===== src/sv/crhc_pkg.sv =====
// ----------------------------------------------------------------------------
// crhc_pkg
// Types and constants of the RGB/HSV colour converter.
// ----------------------------------------------------------------------------
`default_nettype none

package crhc_pkg;

  localparam int CH_W   = 12;
  localparam int HUE_W  = 13;
  localparam int NUM_W  = 34;  // widest dividend
  localparam int DEN_W  = 22;  // widest divisor
  localparam int Q_W    = 12;  // every quotient fits here

  localparam logic [CH_W-1:0]  CH_FULL    = 12'd4095;
  localparam logic [HUE_W-1:0] HUE_SECTOR = 13'd960;
  localparam logic [HUE_W-1:0] HUE_TURN   = 13'd5760;
  localparam logic [DEN_W-1:0] MID_DEN    = 22'd3931200;  // CH_FULL * HUE_SECTOR

  localparam logic CMD_TO_HSV = 1'b0;
  localparam logic CMD_TO_RGB = 1'b1;

  typedef struct packed {
    logic             cmd;
    logic [HUE_W-1:0] in_a;
    logic [CH_W-1:0]  in_b;
    logic [CH_W-1:0]  in_c;
  } req_t;

  typedef struct packed {
    logic [HUE_W-1:0] out_a;
    logic [CH_W-1:0]  out_b;
    logic [CH_W-1:0]  out_c;
  } rsp_t;

  // Sideband carried alongside the divider pipe.
  typedef struct packed {
    logic            cmd;
    logic            neg;       // hue difference was negative
    logic            zero_hue;  // grey or black
    logic            zero_sat;  // black
    logic [2:0]      sect;      // base sector (hsv) or hue sector (rgb)
    logic [CH_W-1:0] top;       // max channel (hsv) or value (rgb)
  } side_t;

endpackage

`default_nettype wire


===== src/sv/crhc_front.sv =====
// ----------------------------------------------------------------------------
// crhc_front
// Five register stages that reduce a request to two dividend/divisor pairs.
// ----------------------------------------------------------------------------
`default_nettype none

module crhc_front (
  input  wire logic                                clk,
  input  wire logic                                rst,
  input  wire logic                                in_valid,
  input  wire crhc_pkg::req_t                      req,
  output logic                                     out_valid,
  output logic [crhc_pkg::NUM_W-1:0]               num1,
  output logic [crhc_pkg::DEN_W-1:0]               den1,
  output logic [crhc_pkg::NUM_W-1:0]               num2,
  output logic [crhc_pkg::DEN_W-1:0]               den2,
  output crhc_pkg::side_t                          side
);

  localparam int CW = crhc_pkg::CH_W;
  localparam int HW = crhc_pkg::HUE_W;
  localparam int NW = crhc_pkg::NUM_W;
  localparam int DW = crhc_pkg::DEN_W;

  // Stage 1: input register
  logic           v1;
  crhc_pkg::req_t r1;

  always_ff @(posedge clk) begin
    if (rst) v1 <= 1'b0;
    else     v1 <= in_valid;
    r1 <= req;
  end

  // Stage 2: max/min for hsv, hue sector for rgb
  logic [CW-1:0] cr, cg, cb, mx_c, mn_c;
  logic [1:0]    sel_c;
  logic [HW-1:0] hw_c, frac_c;
  logic [2:0]    sec_c;

  always_comb begin
    cr = r1.in_a[CW-1:0];
    cg = r1.in_b;
    cb = r1.in_c;
    mx_c = cr;
    mn_c = cr;
    if (cg > mx_c) mx_c = cg;
    if (cb > mx_c) mx_c = cb;
    if (cg < mn_c) mn_c = cg;
    if (cb < mn_c) mn_c = cb;
    if (cr >= cg && cr >= cb) sel_c = 2'd0;
    else if (cg >= cb)        sel_c = 2'd1;
    else                      sel_c = 2'd2;
    hw_c = (r1.in_a >= crhc_pkg::HUE_TURN) ? r1.in_a - crhc_pkg::HUE_TURN : r1.in_a;
    if      (hw_c >= 13'd4800) sec_c = 3'd5;
    else if (hw_c >= 13'd3840) sec_c = 3'd4;
    else if (hw_c >= 13'd2880) sec_c = 3'd3;
    else if (hw_c >= 13'd1920) sec_c = 3'd2;
    else if (hw_c >= 13'd960)  sec_c = 3'd1;
    else                       sec_c = 3'd0;
    case (sec_c)
      3'd0:    frac_c = hw_c;
      3'd1:    frac_c = hw_c - 13'd960;
      3'd2:    frac_c = hw_c - 13'd1920;
      3'd3:    frac_c = hw_c - 13'd2880;
      3'd4:    frac_c = hw_c - 13'd3840;
      default: frac_c = hw_c - 13'd4800;
    endcase
  end

  logic          v2, cmd2;
  logic [CW-1:0] r2, g2, b2, mx2, mn2;
  logic [1:0]    sel2;
  logic [2:0]    sec2;
  logic [9:0]    frac2;

  always_ff @(posedge clk) begin
    if (rst) v2 <= 1'b0;
    else     v2 <= v1;
    cmd2  <= r1.cmd;
    r2    <= cr;
    g2    <= cg;
    b2    <= cb;
    mx2   <= mx_c;
    mn2   <= mn_c;
    sel2  <= sel_c;
    sec2  <= sec_c;
    frac2 <= frac_c[9:0];
  end

  // Stage 3: delta and difference for hsv, mid-channel factor for rgb
  logic [CW-1:0] up_c, dn_c, delta_c, diff_c;
  logic          neg_c;
  logic [9:0]    tn_c, rem_c;
  logic [DW-1:0] p_c;

  always_comb begin
    delta_c = mx2 - mn2;
    case (sel2)
      2'd0:    begin up_c = g2; dn_c = b2; end
      2'd1:    begin up_c = b2; dn_c = r2; end
      default: begin up_c = r2; dn_c = g2; end
    endcase
    neg_c  = up_c < dn_c;
    diff_c = neg_c ? dn_c - up_c : up_c - dn_c;
    tn_c   = sec2[0] ? crhc_pkg::HUE_SECTOR[9:0] - frac2 : frac2;
    rem_c  = crhc_pkg::HUE_SECTOR[9:0] - tn_c;
    p_c    = DW'(g2) * DW'(rem_c);
  end

  logic          v3, cmd3, neg3;
  logic [CW-1:0] delta3, diff3, mx3, val3, sinv3;
  logic [2:0]    sect3;
  logic [DW-1:0] p3;

  always_ff @(posedge clk) begin
    if (rst) v3 <= 1'b0;
    else     v3 <= v2;
    cmd3   <= cmd2;
    neg3   <= neg_c;
    delta3 <= delta_c;
    diff3  <= diff_c;
    mx3    <= mx2;
    val3   <= b2;
    sinv3  <= crhc_pkg::CH_FULL - g2;
    sect3  <= (cmd2 == crhc_pkg::CMD_TO_RGB) ? sec2 : {1'b0, sel2};
    p3     <= p_c;
  end

  // Stage 4: pick multiplier operands and divisors
  logic          v4;
  logic [CW-1:0] x1, y1, x2, add2;
  logic [DW-1:0] y2, d1, d2;
  crhc_pkg::side_t s4;

  always_ff @(posedge clk) begin
    if (rst) v4 <= 1'b0;
    else     v4 <= v3;
    if (cmd3 == crhc_pkg::CMD_TO_HSV) begin
      x1   <= delta3;
      y1   <= crhc_pkg::CH_FULL;
      x2   <= diff3;
      y2   <= DW'(crhc_pkg::HUE_SECTOR);
      add2 <= neg3 ? delta3 - 12'd1 : '0;
      d1   <= DW'(mx3);
      d2   <= DW'(delta3);
    end else begin
      x1   <= val3;
      y1   <= sinv3;
      x2   <= val3;
      y2   <= crhc_pkg::MID_DEN - p3;
      add2 <= '0;
      d1   <= DW'(crhc_pkg::CH_FULL);
      d2   <= crhc_pkg::MID_DEN;
    end
    s4.cmd      <= cmd3;
    s4.neg      <= neg3;
    s4.zero_hue <= (cmd3 == crhc_pkg::CMD_TO_HSV) && (delta3 == '0);
    s4.zero_sat <= (cmd3 == crhc_pkg::CMD_TO_HSV) && (mx3 == '0);
    s4.sect     <= sect3;
    s4.top      <= (cmd3 == crhc_pkg::CMD_TO_HSV) ? mx3 : val3;
  end

  // Stage 5: form the dividends
  logic [2*CW-1:0] prod1;
  assign prod1 = (2*CW)'(x1) * (2*CW)'(y1);

  always_ff @(posedge clk) begin
    if (rst) out_valid <= 1'b0;
    else     out_valid <= v4;
    num1 <= NW'(prod1);
    num2 <= NW'(x2) * NW'(y2) + NW'(add2);
    den1 <= d1;
    den2 <= d2;
    side <= s4;
  end

endmodule

`default_nettype wire


===== src/sv/crhc_div.sv =====
// ----------------------------------------------------------------------------
// crhc_div
// Pipelined restoring divider, one quotient bit per stage, with sideband.
// ----------------------------------------------------------------------------
`default_nettype none

module crhc_div (
  input  wire logic                                clk,
  input  wire logic                                rst,
  input  wire logic                                in_valid,
  input  wire logic [crhc_pkg::NUM_W-1:0]          num,
  input  wire logic [crhc_pkg::DEN_W-1:0]          den,
  input  wire crhc_pkg::side_t                     in_side,
  output logic                                     out_valid,
  output logic [crhc_pkg::Q_W-1:0]                 quo,
  output crhc_pkg::side_t                          out_side
);

  localparam int NW = crhc_pkg::NUM_W;
  localparam int DW = crhc_pkg::DEN_W;
  localparam int QW = crhc_pkg::Q_W;

  logic [NW-1:0]   rem  [0:QW];
  logic [DW-1:0]   dv   [0:QW];
  logic [QW-1:0]   q    [0:QW];
  crhc_pkg::side_t sd   [0:QW];
  logic            vld  [0:QW];

  assign rem[0] = num;
  assign dv[0]  = den;
  assign q[0]   = '0;
  assign sd[0]  = in_side;
  assign vld[0] = in_valid;

  // Each stage tries the divisor shifted to its bit and keeps the remainder
  for (genvar k = 0; k < QW; k++) begin : g_stage
    logic [NW-1:0] shifted;
    logic          fits;
    assign shifted = {{(NW-DW){1'b0}}, dv[k]} << (QW-1-k);
    assign fits    = rem[k] >= shifted;

    always_ff @(posedge clk) begin
      if (rst) vld[k+1] <= 1'b0;
      else     vld[k+1] <= vld[k];
      rem[k+1] <= fits ? rem[k] - shifted : rem[k];
      q[k+1]   <= {q[k][QW-2:0], fits};
      dv[k+1]  <= dv[k];
      sd[k+1]  <= sd[k];
    end
  end

  assign out_valid = vld[QW];
  assign quo       = q[QW];
  assign out_side  = sd[QW];

endmodule

`default_nettype wire


===== src/sv/crhc_back.sv =====
// ----------------------------------------------------------------------------
// crhc_back
// Assembles hue or channel order from the quotients and registers the result.
// ----------------------------------------------------------------------------
`default_nettype none

module crhc_back (
  input  wire logic                        clk,
  input  wire logic                        rst,
  input  wire logic                        in_valid,
  input  wire logic [crhc_pkg::Q_W-1:0]    q1,
  input  wire logic [crhc_pkg::Q_W-1:0]    q2,
  input  wire crhc_pkg::side_t             side,
  output logic                             done,
  output crhc_pkg::rsp_t                   rsp
);

  localparam int HW = crhc_pkg::HUE_W;
  localparam int CW = crhc_pkg::CH_W;

  logic [HW:0]     base, hue_raw;
  logic [HW-1:0]   hue;
  logic [CW-1:0]   hi, lo, mid, r, g, b;
  crhc_pkg::rsp_t  rsp_c;

  always_comb begin
    case (side.sect)
      3'd1:    base = 14'd1920;
      3'd2:    base = 14'd3840;
      default: base = 14'd0;
    endcase
    if (side.neg) hue_raw = base + 14'(crhc_pkg::HUE_TURN) - 14'(q2);
    else          hue_raw = base + 14'(q2);
    if (hue_raw >= 14'(crhc_pkg::HUE_TURN)) hue_raw = hue_raw - 14'(crhc_pkg::HUE_TURN);
    hue = side.zero_hue ? '0 : hue_raw[HW-1:0];

    hi  = side.top;
    lo  = q1;
    mid = q2;
    case (side.sect)
      3'd0:    begin r = hi;  g = mid; b = lo;  end
      3'd1:    begin r = mid; g = hi;  b = lo;  end
      3'd2:    begin r = lo;  g = hi;  b = mid; end
      3'd3:    begin r = lo;  g = mid; b = hi;  end
      3'd4:    begin r = mid; g = lo;  b = hi;  end
      default: begin r = hi;  g = lo;  b = mid; end
    endcase

    if (side.cmd == crhc_pkg::CMD_TO_HSV) begin
      rsp_c.out_a = hue;
      rsp_c.out_b = side.zero_sat ? '0 : q1;
      rsp_c.out_c = side.top;
    end else begin
      rsp_c.out_a = HW'(r);
      rsp_c.out_b = g;
      rsp_c.out_c = b;
    end
  end

  // Hold the result for one cycle under the strobe
  always_ff @(posedge clk) begin
    if (rst) done <= 1'b0;
    else     done <= in_valid;
    rsp <= rsp_c;
  end

endmodule

`default_nettype wire


===== src/sv/color_rgb_hsv_convert.sv =====
// ----------------------------------------------------------------------------
// color_rgb_hsv_convert
// RGB to HSV and HSV to RGB conversion, fully pipelined.
// ----------------------------------------------------------------------------
//   channel   signals              direction   handshake
//   request   start, busy, req     in          taken when start && !busy
//   result    done, rsp            out         valid for the one cycle done is high
//
// A request enters every cycle; busy stays low.
// The pipe is 5 front stages, 12 divider stages (one quotient bit
// each, two dividers side by side) and one output register.
// Synchronous reset clears the valid bits of every stage.
// The receiver takes every result when shown, so nothing ever stalls.
`default_nettype none

module color_rgb_hsv_convert (
  input  wire logic           clk,
  input  wire logic           rst,
  input  wire logic           start,
  output logic                busy,
  input  wire crhc_pkg::req_t req,
  output logic                done,
  output crhc_pkg::rsp_t      rsp
);

  logic                         f_valid;
  logic [crhc_pkg::NUM_W-1:0]   num1, num2;
  logic [crhc_pkg::DEN_W-1:0]   den1, den2;
  crhc_pkg::side_t              f_side, d_side, d_side_unused;
  logic                         d_valid, d_valid_unused;
  logic [crhc_pkg::Q_W-1:0]     q1, q2;

  assign busy = 1'b0;

  crhc_front u_front (
    .clk      (clk),
    .rst      (rst),
    .in_valid (start && !busy),
    .req      (req),
    .out_valid(f_valid),
    .num1     (num1),
    .den1     (den1),
    .num2     (num2),
    .den2     (den2),
    .side     (f_side)
  );

  crhc_div u_div1 (
    .clk      (clk),
    .rst      (rst),
    .in_valid (f_valid),
    .num      (num1),
    .den      (den1),
    .in_side  (f_side),
    .out_valid(d_valid),
    .quo      (q1),
    .out_side (d_side)
  );

  crhc_div u_div2 (
    .clk      (clk),
    .rst      (rst),
    .in_valid (f_valid),
    .num      (num2),
    .den      (den2),
    .in_side  (f_side),
    .out_valid(d_valid_unused),
    .quo      (q2),
    .out_side (d_side_unused)
  );

  crhc_back u_back (
    .clk     (clk),
    .rst     (rst),
    .in_valid(d_valid),
    .q1      (q1),
    .q2      (q2),
    .side    (d_side),
    .done    (done),
    .rsp     (rsp)
  );

endmodule

`default_nettype wire


===== config.mk =====
export PLATFORM = sky130hd
export DESIGN_NAME = color_rgb_hsv_convert
export DESIGN_NICKNAME = d
export VERILOG_FILES = /design/src/sv/crhc_pkg.sv /design/src/sv/crhc_front.sv /design/src/sv/crhc_div.sv /design/src/sv/crhc_back.sv /design/src/sv/color_rgb_hsv_convert.sv
export SDC_FILE = /design/constraint.sdc
export NUM_CORES = 2
export LEC_CHECK = 0
export ABC_AREA = 0
export BUFFER_PORTS_ARGS = -buffer_cell sky130_fd_sc_hd__buf_2
export CORE_ASPECT_RATIO = 2
export CORE_MARGIN = 5
export CORE_UTILIZATION = 45
export DETAILED_ROUTE_END_ITERATION = 12
export MAX_ROUTING_LAYER = met4
export PLACE_DENSITY_LB_ADDON = 0.25
export SYNTH_ARGS = -nofsm -noshare
export SYNTH_HDL_FRONTEND = slang
export SYNTH_SLANG_ARGS = --single-unit
export TNS_END_PERCENT = 1

===== constraint.sdc =====
create_clock -name clk -period 11.6 [get_ports clk]
set_input_delay 1.74 -clock clk [delete_from_list [all_inputs] [get_ports clk]]
set_output_delay 1.74 -clock clk [all_outputs]
set_load 0.005 [all_outputs]

==> key figures <==
Global routing
  – Number of global-route vias before repair: 66800
  – Initial antenna violation count: 2
  – First-pass GRT wire length: 336000 microns
  – Largest net degree at the start of global routing: 97
  – Total GRT Usage: 0.206
  – Grt total ovfl: 0

Final layout
  – Share of layout cells above drive strength 1: 0.0567
  – FILL cells: 18200
  – Util after Layout: 0.496
  – Area growth syn-to-layout: 9.86%
  – Fin area: 98200 sq um
  – Final nets: 10500

Floorplan
  – Die X: roughly 330 microns
  – Top-level I/O count: 80
  – FP Rows: 231
  – Core area: 198000 sq um
  – Die Span Y: 640 microns
  – Initial Util: 0.452
  – Die area: 208000 sq um

Setup path
  – Critical Path AT: 8.52 ns
  – CP endpoint kind: flip-flop
  – Worst path max stage delay: 0.85 ns
  – CP most frequent cell: fa_1
  – Critical path class: flip-flop to flip-flop
  – CP startpoint kind: flip-flop
  – Max FO, Critical Path: 12
  – CP bufs+invs: 5
  – Top Family by Delay on Critical Path: adder cells
  – Crit path required time: 12.27 ns
  – CP max stage cell: xor2_1

CTS
  – CTS-repair resized insts: 0
  – Clock Path Buffers: 4
  – Hold-fix buffers at CTS: 0
  – CTS clock-pin slew for the worst setup and hold paths: 0.07 ns
  – # Post-CTS Setup Buffers: 0
  – Clk sink count: 1858
  – Worst skew pair latency: 0.81 ns
  – H-tree Lvls: 4
  – CTS Root Cell: clkbuf_16
  – CTS tree: yes
  – Cts bufs inserted: 171

Yosys
  – Yosys reg bits: about 1900
  – Post-synthesis cell area: roughly 89000 sq um
  – Dominant synthesized flop cell: dfxtp_1
  – Ys async rst share: 0
  – Seq/Total Area, Yosys: 0.416
  – Synth Area per Inst: 9.64 sq um
  – Syn Inst Count: 9274
  – Warnings from Yosys: 0
  – Net count after synthesis: 10500
  – Number of flops mapped to enable cells by yosys: 0
  – Unique masters post-synth: 83

Timing
  – Max-slew violation count: 0
  – Final setup viols: 0
  – Total negative slack: 0 ns
  – RSZ-0062 raised after global routing: no
  – Tmin final: between 7 and 8 ns
  – Slew margin rel.: 0.143
  – Setup ws final: 3.74 ns
  – Worst-Margin Slew: between 1 and 1.5 ns
  – Max frequency: ~130 MHz
  – Crit share post-route: 0.677
  – Fin. Hold Viols: 0
  – Setup Skew: 0.0627 ns

Placed design
  – Input/output buffers: 78
  – Placed instance area: between 90000 and 100000 sq um
  – Post-DP HPWL: 173000 microns
  – GPL Wtd Cong: 0.956
  – Place WS: approximately 3.6 ns

Routing
  – Via/cell ratio: 5.23
  – Avg WL per Cell: 17.6 microns
  – DRT iter0 DRCs: 2427
  – Vias: 62800
  – DRT antenna net count: 0
  – # DRC: 0
  – First drt pass iteration count: 5
  – Total Wirelength: about 210000 microns

Run
  – Max-cap viol count: 0

Min path
  – Worst hold path type: flip-flop to flip-flop

Run status
  – Status: finished, final reports clean
## routing by layer
| layer | part of all wire | global-route usage | vias up |
|---|---|---|---|
| li1 | - | - | 31100 |
| met1 | 0.31 | 0.159 | 29800 |
| met2 | 0.58 | 0.428 | 1191 |
| met3 | 0.023 | 0.0198 | 774 |
| met4 | 0.090 | 0.153 | 0 |
| met5 | 0 | - | - |
## synth_stat cells (53+ instances only)
cell | instances | area (sq um)
xor2_1 | 312 | 2730
fa_1 | 416 | 8330
xnor2_1 | 309 | 2710
nand4_1 | 76 | 475
mux2_2 | 54 | 608
inv_1 | 993 | 3730
a21o_1 | 173 | 1300
and2_1 | 200 | 1250
ha_1 | 727 | 9100
a21oi_1 | 461 | 2310
nor2b_1 | 116 | 726
nor4_1 | 108 | 676
nand3_1 | 115 | 576
nand2_1 | 841 | 3160
dfxtp_1 | 1858 | 37200
o31ai_1 | 53 | 398
nor3_1 | 158 | 791
clkbuf_1 | 234 | 878
nor2_1 | 534 | 2000
or3_1 | 72 | 450
mux2i_1 | 109 | 1090
nand2b_1 | 142 | 888
o21a_1 | 84 | 631
o21ai_0 | 487 | 2440
## registers in the layout, indices dropped and copies added (netlist names), 18 cells and up
register         count
u_div2.rem         374
u_div1.rem         372
u_div1.sd          198
u_div2.dv          143
u_div1.dv          132
u_div1.q            66
u_div2.q            66
u_back.rsp          37
u_front.num2        34
u_front.num1        24
u_front.p3          22
u_front.y2          22
u_div1.out_side     19
u_front.s4          18
u_front.side        18
## area by class of cell
class                           instances  area (sq um)  share of cell area
Antenna cell                            2          5.00           0.0000509
Clock buffer                          221          4830              0.0492
Clock inverter                         72           948             0.00965
Inverter                              996          3740              0.0381
Multi-Input combinational cell       6173         47600               0.485
Sequential cell                      1858         37200               0.379
Tap cell                             2563          3210              0.0326
Timing Repair Buffer                  120           706             0.00718
## placed cells by master (no fill, tap or decap), types with 72 or more instances in the layout
master     Yosys  final
dfxtp_1     1858   1857
nand3_1      115    115
nand4_1       76     76
fa_1         416    416
nor4_1       108    107
clkbuf_16      0    175
o21ai_0      487    487
a21o_1       173    173
nor2_1       534    533
or3_1         72     72
buf_2          0     78
nand2_1      841    841
nor2b_1      116    116
mux2i_1      109    109
nand2b_1     142    142
xor2_1       312    312
inv_1        993    993
ha_1         727    727
nor3_1       158    157
xnor2_1      309    309
o21a_1        84     84
a21oi_1      461    460
and2_1       200    200
## worst register-to-register path, delay by kind of cell (launching register included)
family | cells | cell delay [ns]
adders and majority gates | 7 | 3.17
AOI/OAI and AO/OA | 7 | 1.57
xor gates and xnor gates | 2 | 0.97
and+or+nand+nor | 6 | 0.88
buffers and inverters | 5 | 0.59
DFF | 1 | 0.54
## kinds of logic (layout without fill, tap and decap cells)
logic type      count (synthesis)  in the layout  share of synthesized area
compound gates               1658           1658                      0.115
xor+xnor                      621            621                     0.0608
fa+ha+maj                    1143           1143                      0.195
buf+inv                      1243           1409                     0.0524
flops                        1858           1858                      0.416
mux                           163            163                     0.0190
other cells                     1              3                  0.0000419
simple gates                 2587           2587                      0.142
## path summary, 6_finish.rpt
kind,start,end,slack (ns),cells past startpoint
max,u_front.r2[0]$_DFF_P_,u_front.p3[21]$_DFF_P_,3.74,27
min,u_div1.sd[219]$_DFF_P_,u_div1.sd[200]$_DFF_P_,0.29,0
max reg2reg,u_front.r2[0]$_DFF_P_,u_front.p3[21]$_DFF_P_,3.74,27
min reg2reg,u_div1.sd[219]$_DFF_P_,u_div1.sd[200]$_DFF_P_,0.29,0
## per-stage QoR
| stage | cells | hold slack (ns) |
|---|---|---|
| floorplan | 9274 | 0.310 |
| global placement | 11700 | 0.310 |
| detailed placement | 11700 | 0.312 |
| CTS | 12000 | 0.289 |
| global route | 12000 | 0.286 |
| finish | 12000 | 0.293 |
Power is left out: the tool's default activity adds up to more than one toggle a clock period on the data nets, which glitch-free logic cannot reach.
